`src/hw/rtl/acfb_pkg.sv`:
```
// Package with the shared types, constants and CRC step function of the aim command frame builder.
`default_nettype none
package acfb_pkg;

    localparam int FRAME_LEN = 13;
    localparam int CNT_W = $clog2(FRAME_LEN + 1);
    localparam int IN_W = 80;

    localparam logic [7:0] HEADER_BYTE = 8'h53;
    localparam logic [7:0] TRAILER_BYTE = 8'h45;
    localparam logic [7:0] CRC_POLY_REFL = 8'h8C;
    localparam logic [7:0] CRC_INIT = 8'h00;

    typedef struct packed {
        logic [7:0] data;
        logic       crc_slot;
        logic       last;
    } t_cell;

    localparam t_cell CELL_EMPTY = '{data: 8'h00, crc_slot: 1'b0, last: 1'b0};

    // One byte of CRC-8/MAXIM, processed LSB first.
    function automatic logic [7:0] crc8_byte(input logic [7:0] acc, input logic [7:0] data);
        logic [7:0] c;
        c = acc ^ data;
        for (int b = 0; b < 8; b++) begin
            if (c[0]) begin
                c = (c >> 1) ^ CRC_POLY_REFL;
            end else begin
                c = c >> 1;
            end
        end
        return c;
    endfunction

endpackage
`default_nettype wire

```
`src/hw/rtl/acfb_cell.sv`:
```
// One byte cell of the frame shift chain.
`default_nettype none
module acfb_cell (
    input  wire logic            i_clk,
    input  wire logic            i_load,
    input  wire logic            i_shift,
    input  wire acfb_pkg::t_cell i_load_val,
    input  wire acfb_pkg::t_cell i_next_val,
    output acfb_pkg::t_cell      o_val
);

    acfb_pkg::t_cell r_val;
    acfb_pkg::t_cell n_val;

    always_comb begin
        priority if (i_load) begin
            n_val = i_load_val;
        end else if (i_shift) begin
            n_val = i_next_val;
        end else begin
            n_val = r_val;
        end
    end

    always_ff @(posedge i_clk) begin
        r_val <= n_val;
    end

    assign o_val = r_val;

endmodule
`default_nettype wire

```
`src/hw/rtl/acfb_crc.sv`:
```
// CRC-8 accumulator that follows the bytes leaving the head of the chain.
`default_nettype none
module acfb_crc (
    input  wire logic            i_clk,
    input  wire logic            i_rst_n,
    input  wire logic            i_take,
    input  wire acfb_pkg::t_cell i_head,
    output logic [7:0]           o_crc
);

    logic [7:0] r_acc;
    logic [7:0] n_acc;

    always_comb begin
        n_acc = r_acc;
        if (i_take) begin
            priority if (i_head.crc_slot || i_head.last) begin
                n_acc = acfb_pkg::CRC_INIT;
            end else begin
                n_acc = acfb_pkg::crc8_byte(r_acc, i_head.data);
            end
        end
    end

    always_ff @(posedge i_clk) begin
        if (!i_rst_n) begin
            r_acc <= acfb_pkg::CRC_INIT;
        end else begin
            r_acc <= n_acc;
        end
    end

    assign o_crc = r_acc;

endmodule
`default_nettype wire

```
`src/hw/rtl/aim_command_frame_builder_crc8.sv`:
```
// Top level of the aim command frame builder: loads a report into a byte chain and streams it.
//
//  channel | dir | handshake                | payload
//  s       | in  | i_s_tvalid / o_s_tready  | i_s_tdata: one target report
//  m       | out | o_m_tvalid / i_m_tready  | o_m_tdata: frame byte, o_m_tlast: trailer
//
// A report is loaded in parallel into 13 byte cells and shifted out one byte per cycle unless
// the output stalls. The CRC byte is formed as the header and data bytes leave the chain head.
// A new report is taken in the cycle the last cell empties, so frames follow back to back.
// Reset clears the cell count, the output valid and the CRC accumulator.
// A stall on the output holds the chain and the output register.
`default_nettype none
module aim_command_frame_builder_crc8 (
    input  wire logic                        i_clk,
    input  wire logic                        i_rst_n,
    input  wire logic                        i_s_tvalid,
    output logic                             o_s_tready,
    // target_found, fire_request, yaw_sign, yaw_value, pitch_sign, pitch_value, target_depth
    input  wire logic [acfb_pkg::IN_W-1:0]   i_s_tdata,
    output logic                             o_m_tvalid,
    input  wire logic                        i_m_tready,
    // frame_byte
    output logic [7:0]                       o_m_tdata,
    output logic                             o_m_tlast
);

    localparam int N = acfb_pkg::FRAME_LEN;

    logic [acfb_pkg::CNT_W-1:0] r_count;
    logic [acfb_pkg::CNT_W-1:0] n_count;
    logic                       r_out_valid;
    logic [7:0]                 r_out_data;
    logic                       r_out_last;
    logic                       advance;
    logic                       load;
    logic                       take;
    logic [7:0]                 crc;
    acfb_pkg::t_cell            load_val [N];
    acfb_pkg::t_cell            cell_val [N];

    assign advance = !r_out_valid || i_m_tready;
    assign take = advance && (r_count != '0);
    assign o_s_tready = (r_count == '0) ||
                        ((r_count == acfb_pkg::CNT_W'(1)) && advance);
    assign load = i_s_tvalid && o_s_tready;

    always_comb begin
        for (int k = 0; k < N; k++) begin
            load_val[k] = acfb_pkg::CELL_EMPTY;
        end
        load_val[0].data  = acfb_pkg::HEADER_BYTE;
        load_val[1].data  = i_s_tdata[7:0];
        load_val[2].data  = i_s_tdata[15:8];
        load_val[3].data  = i_s_tdata[23:16];
        load_val[4].data  = i_s_tdata[31:24];
        load_val[5].data  = i_s_tdata[39:32];
        load_val[6].data  = i_s_tdata[47:40];
        load_val[7].data  = i_s_tdata[55:48];
        load_val[8].data  = i_s_tdata[63:56];
        load_val[9].data  = i_s_tdata[71:64];
        load_val[10].data = i_s_tdata[79:72];
        load_val[11].crc_slot = 1'b1;
        load_val[12].data = acfb_pkg::TRAILER_BYTE;
        load_val[12].last = 1'b1;
    end

    for (genvar k = 0; k < N; k++) begin : g_cell
        acfb_cell u_cell (
            .i_clk      (i_clk),
            .i_load     (load),
            .i_shift    (take),
            .i_load_val (load_val[k]),
            .i_next_val ((k == N - 1) ? acfb_pkg::CELL_EMPTY : cell_val[(k + 1) % N]),
            .o_val      (cell_val[k])
        );
    end

    acfb_crc u_crc (
        .i_clk   (i_clk),
        .i_rst_n (i_rst_n),
        .i_take  (take),
        .i_head  (cell_val[0]),
        .o_crc   (crc)
    );

    always_comb begin
        n_count = r_count;
        if (load) begin
            n_count = acfb_pkg::CNT_W'(N);
        end else if (take) begin
            n_count = r_count - acfb_pkg::CNT_W'(1);
        end
    end

    always_ff @(posedge i_clk) begin
        if (!i_rst_n) begin
            r_count     <= '0;
            r_out_valid <= 1'b0;
        end else begin
            r_count <= n_count;
            if (advance) begin
                r_out_valid <= take;
            end
        end
    end

    always_ff @(posedge i_clk) begin
        if (take) begin
            r_out_data <= cell_val[0].crc_slot ? crc : cell_val[0].data;
            r_out_last <= cell_val[0].last;
        end
    end

    assign o_m_tvalid = r_out_valid;
    assign o_m_tdata  = r_out_data;
    assign o_m_tlast  = r_out_last;

endmodule
`default_nettype wire
```
`config.mk`:
```
export PLATFORM = sky130hd
export DESIGN_NAME = aim_command_frame_builder_crc8
export DESIGN_NICKNAME = d
export VERILOG_FILES = /design/src/hw/rtl/acfb_pkg.sv /design/src/hw/rtl/acfb_cell.sv /design/src/hw/rtl/acfb_crc.sv /design/src/hw/rtl/aim_command_frame_builder_crc8.sv
export SDC_FILE = /design/constraint.sdc
export NUM_CORES = 1
export LEC_CHECK = 0
export ABC_AREA = 1
export BUFFER_PORTS_ARGS = -buffer_cell sky130_fd_sc_hd__buf_2
export CAP_MARGIN = 0
export CORE_MARGIN = 5
export CORE_UTILIZATION = 30
export CTS_BUF_LIST = sky130_fd_sc_hd__clkbuf_8
export DETAILED_ROUTE_END_ITERATION = 16
export PLACE_DENSITY = 0.48
export SKIP_LAST_GASP = 1
export SLEW_MARGIN = 30
export SYNTH_ARGS = -nofsm -noshare
export SYNTH_HDL_FRONTEND = slang
export SYNTH_SLANG_ARGS = --single-unit
```
`constraint.sdc`:
```
create_clock -name i_clk -period 4.2 [get_ports i_clk]
set_clock_uncertainty 0.05 [all_clocks]
set_input_delay 0.63 -clock i_clk [delete_from_list [all_inputs] [get_ports i_clk]]
set_output_delay 0.63 -clock i_clk [all_outputs]
set_load 0.02 [all_outputs]
```
# After elaboration in Yosys (flattened, before gate mapping)
# Index checks and enable logic that the tools add are counted.
[op_classes] add_sub_neg=1 multipliers=0 div_mod_pow=0 magnitude_cmp=0 eq_ne=1 shift=0 muxes=46 n_bitwise=10 n_reduce_logical=11
[op_table] operator="$mux W10" count=20
[op_table] operator="$mux W8" count=24
[op_table] operator="$not A2 Y3" count=8
[op_table] operator="$mux W4" count=2
[op_table] operator="$xor A8 B8 Y8" count=1
[op_table] operator="$eq A4 B1 Y1 const B" count=1
[op_table] operator="$logic_not A4 Y1" count=1
[op_table] operator="$reduce_bool A4 Y1" count=1
[op_table] operator="$sub A4 B1 Y4 const B" count=1
[op_table] operator="$logic_and A1 B1 Y1" count=3
[op_table] operator="$logic_or A1 B1 Y1" count=3
[op_table] operator="$reduce_bool A2 Y1" count=1
[op_table] operator="$reduce_or A2 Y1" count=1
[op_table] operator="$logic_not A1 Y1" count=1
[op_table] operator="$not A1 Y1" count=1
[totals] ff_bits=129 latchBits=0 ram_bits=0 mem_bits_ro=0 input_bits=84 output_inout_bits=11 wordCells=101 n_memories=0

# Depth between registers and ports, before layout
[logic_depth] depth_word=32 depth_mapped=12 ltp_nobuf=12

# Modules after synthesis
# From an unflattened synthesis, not the netlist that was laid out.
[unflattened] hier_cells=760 hier_area_um2=7176.9
[by_module_without_submodules] mod="acfb_cell" n_inst=13 cells_per_inst=43 area_each_um2=434.2 seq_area_each_um2=300.3
[by_module_without_submodules] mod="acfb_crc" n_inst=1 cells_per_inst=137 area_each_um2=784.5 seq_area_each_um2=160.2
[by_module_without_submodules] mod="aim_command_frame_builder_crc8" n_inst=1 cells_per_inst=64 area_each_um2=748.2 seq_area_each_um2=370.4

# Worst setup path before layout
# No wires, ideal clock.
[synth_timing] kind="input to register" start="input port i_m_tready" end="register g_cell[10].u_cell.r_val, in the netlist g_cell[10].u_cell.o_val[2], enable pin" setup_ns=0.434 arrival_ns=2.839 t_required_ns=3.716 setup_slack_ns=0.877 path_stages=7 n_path_buf=1 cell_sequence="inv_1 -> nand2_1 -> nand3_2 -> a21boi_4 -> buf_6 -> nor2_1 -> inv_1"
[synth_via] elab_chain_cells=5 elab_cells_between_ends=6 cone_classes="reduce/logical: 6"
[synth_lines] element="start: declaration" line="aim_command_frame_builder_crc8.sv:21" text="input wire logic i_m_tready,"
[synth_lines] element="$logic_or A1 B1 Y1 (*)" line="aim_command_frame_builder_crc8.sv:41" text="assign advance = !r_out_valid || i_m_tready;"
[synth_lines] element="$logic_and A1 B1 Y1" line="aim_command_frame_builder_crc8.sv:44" text="((r_count == acfb_pkg::CNT_W'(1)) && advance);"
[synth_lines] element="$logic_or A1 B1 Y1" line="aim_command_frame_builder_crc8.sv:43" text="assign o_s_tready = (r_count == '0) ||"
[synth_lines] element="$logic_and A1 B1 Y1" line="aim_command_frame_builder_crc8.sv:45" text="assign load = i_s_tvalid && o_s_tready;"
[synth_lines] element="$reduce_bool A2 Y1 (no line) (*)"
[synth_lines] element="end signal: assignment" line="acfb_cell.sv:26" text="r_val <= n_val;"
[synth_lines] element="end: declaration" line="acfb_cell.sv:12" text="acfb_pkg::t_cell r_val;"
# Every way passes the cells marked *; elsewhere a longest branch is shown, timed or not.
# A chain may end at the register's enable or synchronous reset.

# Worst setup path after layout
[layout_timing] start="register r_count[0] (netlist name)" end="register g_cell[3].u_cell.r_val, in the netlist g_cell[3].u_cell.o_val[6], enable pin"
[layout_via] elab_chain_cells=5 elab_cells_between_ends=8 cone_classes="eq/ne: 1; reduce/logical: 7"
[layout_lines] element="start: declaration" line="aim_command_frame_builder_crc8.sv:29" text="logic [acfb_pkg::CNT_W-1:0] r_count;"
[layout_lines] element="start signal: assignment" line="aim_command_frame_builder_crc8.sv:100" text="r_count <= n_count;"
[layout_lines] element="$eq A4 B1 Y1" line="aim_command_frame_builder_crc8.sv:44"
[layout_lines] element="$logic_and A1 B1 Y1" line="aim_command_frame_builder_crc8.sv:44"
[layout_lines] element="$logic_or A1 B1 Y1" line="aim_command_frame_builder_crc8.sv:43"
[layout_lines] element="$logic_and A1 B1 Y1" line="aim_command_frame_builder_crc8.sv:45"
[layout_lines] element="$reduce_bool A2 Y1 (no line) (*)"
[layout_lines] element="end signal: assignment" line="acfb_cell.sv:26"
[layout_lines] element="end: declaration" line="acfb_cell.sv:12"
# Marks and branches as above.

==> results by stage <==
Synthesis:
- The post-synthesis area per instance is around 9 sq um.
- The synthesized netlist net count is approximately 720.
- The top cell type by area accounts for a little under half of the synthesized area.
- Of the synthesized area, sequential elements account for 60.1%.
- For this run, asynchronously set or reset flops after synthesis account for 0%.
- For this run, the number of Yosys warnings is 0.
- Counting flops with a built-in enable in the synthesized netlist gives between 80 and 90.
- The cell type with the highest aggregate area in the netlist is sky130_fd_sc_hd__edfxtp_1.
- The instance count of the mapped netlist is about 630.
- Synthesis instantiated 28 different standard cells from the library.
- In the post-synthesis netlist, the biggest area contributors are sky130_fd_sc_hd__edfxtp_1, sky130_fd_sc_hd__nand2_1, sky130_fd_sc_hd__dfxtp_1, sky130_fd_sc_hd__o21ai_0, sky130_fd_sc_hd__inv_1.
- By instance count, the leading cell after synthesis is sky130_fd_sc_hd__nand2_1.
- Counting flops and latches in the post-synthesis netlist gives ~120.
- Sorting the synthesized cells by how often they occur yields sky130_fd_sc_hd__nand2_1, sky130_fd_sc_hd__edfxtp_1, sky130_fd_sc_hd__o21ai_0.
- The most used flip-flop cell after synthesis is sky130_fd_sc_hd__edfxtp_1.
- The combined area of all synthesized cells is approximately 5600 sq um.

Timing:
- The final hold violation count came to 0.
- Setup repair after global routing left no endpoint under its margin.
- Setup violations remaining at the end of the flow were counted as 0.
- The tightest hold margin is between 300 and 400 ps.
- The maximum clock rate is 352 MHz.
- The final max-slew violation count came to 0.
- The post-layout minimum cycle time is between 2000 and 3000 ps.
- The final critical-path share of the clock period is between 60 and 70%.
- For the pin with the worst max-slew slack, the measured transition is 830 ps.
- The setup TNS is 0 ps.
- Headroom to the max-slew limit came out at roughly 45%.

Worst setup path:
- The minimum setup slack among reg-to-reg paths is around 1400 ps.
- The worst register-to-register path has a depth of 9.
- The sort of element at the end of the critical path is a flop.
- The kind of critical path is reg2reg.
- The endpoint of the most critical setup path is g_cell[3].u_cell.o_val[6]$_DFFE_PP_.
- The worst-path maximum fanout is 46.
- Traced cell by cell, the critical path runs through inv_1, ha_1, nand2_2, nand2_1, buf_4, clkinv_2, nor2_1, clkinv_2, buf_12.
- The data arrival time of the worst path is slightly below 3000 ps.
- The maximum cell stage delay along the critical path is between 600 and 700 ps.
- The worst setup path startpoint is r_count[0]$_SDFFE_PN0P_.
- In this design, the critical path's most frequently occurring cell is sky130_fd_sc_hd__clkinv_2.
- The startpoint identified for the worst register-to-register timing path is r_count[0]$_SDFFE_PN0P_.
- The startpoint kind of the worst setup timing path is a flop.
- Among all stages on the critical path, the largest delay is contributed by sky130_fd_sc_hd__clkinv_2.
- The required time of the critical path is 4320 ps.
- The worst register-to-register path ends at g_cell[3].u_cell.o_val[6]$_DFFE_PP_.

Route:
- In the routed design, unresolved DRC markers number 0.
- The detailed-routing iteration count for the pre-antenna-repair pass is 6.
- The wire length per cell after detailed routing is roughly 13 um.
- The starting DRC count in detailed routing is between 300 and 400.
- In this run the remaining antenna-violating nets after routing total 0.
- Summed over all layers, the routed wires come to between 10,000 and 15,000 um.
- The count of vias placed by the detailed router is 4,254.
- The vias per cell is 4.46.

Final layout:
- Of the cells placed in the final design, the portion with a size suffix greater than 1 is around a fifth.
- The number of inserted diodes is 0.
- The layout net count is approximately 800.
- The area added between synthesis and finish is 18.9%.
- The share of the core filled with cells is 36.5%.
- Counting the fill cells in the layout gives 1,864.

Power and ir drop:
- The peak supply drop is 0.000522 V.
- The leakage power is between 0.002 and 0.003 uW.
- The power density relative to cell area is around 860 nW/um^2.
- The completed layout was analyzed and its total power is roughly 5700 uW.

Clock network:
- Clock latency on the worst-skew pair, taken at its later pin, is roughly 430 ps.
- Post-CTS repair changed the size of 0 cells.
- The buffer cell driving the clock tree root is sky130_fd_sc_hd__clkbuf_8.
- The H-tree was split into 4 levels.
- The clock passes through at most 2 buffers.
- The clock drives between 100 and 150 sinks.
- The setup fix buffers added after clock tree synthesis is 0.
- The quantity of hold-fixing buffers added after cts is 0.
- The clock-pin transition on the worst setup and hold timing paths is 70 ps.
- The CTS tree is built.
- Clock tree synthesis inserted a total of 17 buffers.

Die:
- The region available for standard cell placement spans about 18,000 sq um.
- During I/O placement, the number of pins put on the boundary was 95.
- The number of cell rows is just under 50.
- The full die area is approximately 21,000 sq um.
- The die is about 150 um tall.
- The floorplan step set the die width to 146 um.
- For this configuration, the core starts out at a cell density of just over 30%.

Global route:
- The first-pass GRT wire length is roughly 21,000 um.
- The residual overflow from global routing is 0.
- The number of antenna violations at the first check in global routing came to 0.
- The pin count of the biggest net entering global routing is 110.
- The number of global-route vias before repair is 4,220.
- For this run, the total global-route usage over all layers was measured as a little under an eighth.

Run:
- The max-capacitance violation count is 0.

Place:
- Detailed placement ended at an HPWL of approximately 8100 um.
- Buffers placed on the I/O ports in this run total 94.
- At the end of routability-driven placement, the weighted congestion stood at 0.747.

Hold path:
- The min-delay analysis places its worst path in the category in2reg.

Run status:
- The run finished with clean final reports.
critical path: cells and delay by family, from the launching register on:
| kind | cells | cell delay, ps |
|---|---|---|
| buffers and inverters | 5 | 1640 |
| flip-flops | 1 | 350 |
| AND/OR/NAND/NOR | 3 | 340 |
| adder cells (fa/ha/maj) | 1 | 170 |
worst min-delay path by stage:
| stage | endpoint | cells after the start | from |
|---|---|---|---|
| 6_report | o_m_tvalid$_SDFFE_PN0N_ | 3 | i_rst_n |
| 5_1_grt | o_m_tvalid$_SDFFE_PN0N_ | 3 | i_rst_n |
| 4_1_cts | o_m_tvalid$_SDFFE_PN0N_ | 3 | i_rst_n |
| 3_5_place_dp | g_cell[10].u_cell.o_val[0]$_SDFFE_PP0P_ | 2 | g_cell[10].u_cell.o_val[0]$_SDFFE_PP0P_ |
| 3_3_place_gp | g_cell[10].u_cell.o_val[0]$_SDFFE_PP0P_ | 2 | g_cell[10].u_cell.o_val[0]$_SDFFE_PP0P_ |
| 2_1_floorplan | g_cell[10].u_cell.o_val[0]$_SDFFE_PP0P_ | 2 | g_cell[10].u_cell.o_val[0]$_SDFFE_PP0P_ |
cell families after synthesis:
kind of cell / share of synthesized area (%)
xor+xnor: 0.942
simple gates: 21.7
compound gates: 9.98
buf+inv: 6.66
flops: 60.1
fa+ha+maj: 0.673
power breakdown:
part           total (uW)  internal [uW]  switching [uW]
Clock                1130            682             452
Sequential           2360           2160             193
Combinational        2230            681            1550
flip-flops by register name, indices dropped and copies added (netlist names):
name                 count
u_crc.o_crc              8
o_m_tvalid               1
o_m_tlast                1
g_cell.u_cell.o_val    101
r_count                  4
o_m_tdata                8
layout make-up:
type                            instances  area [sq um]  area share [%]
Multi-Input combinational cell        422          1860            28.0
Inverter                               48           183            2.75
Clock inverter                         12           155            2.34
Sequential cell                       123          3350            50.6
Timing Repair Buffer                   99           524            7.90
Clock buffer                           20           275            4.15
Tap cell                              229           287            4.32
cells in the final DEF (no fill, tap or decap), drive strengths merged, types with 2 or more instances in the layout:
master / Yosys / layout
dfxtp: 34 / 34
a21boi: 2 / 2
nor3: 2 / 2
a21oi: 11 / 11
xnor2: 5 / 5
o211ai: 4 / 4
o21ai: 89 / 89
clkbuf: 13 / 20
ha: 3 / 3
clkinv: 0 / 6
nand2: 272 / 272
inv: 48 / 50
edfxtp: 89 / 89
buf: 22 / 99
nor2: 12 / 12
bufinv: 0 / 4
nand3: 18 / 18
routing by layer:
layer | wire length, um | global-route usage, %
met5 | 0 | 0
met4 | 119 | 3.81
met1 | 5770 | 15.4
met2 | 5860 | 18.9
met3 | 612 | 3.78
per-stage QoR:
step	area (sq um)	instances	worst slack [ps]
final	6630	953	1360
after global routing	6630	953	1130
after CTS	6630	953	1300
after detailed placement	6200	921	1140
after global placement	6200	921	1200
after floorplan	5580	628	877
Note: power is estimated with default switching activity, not from simulation.
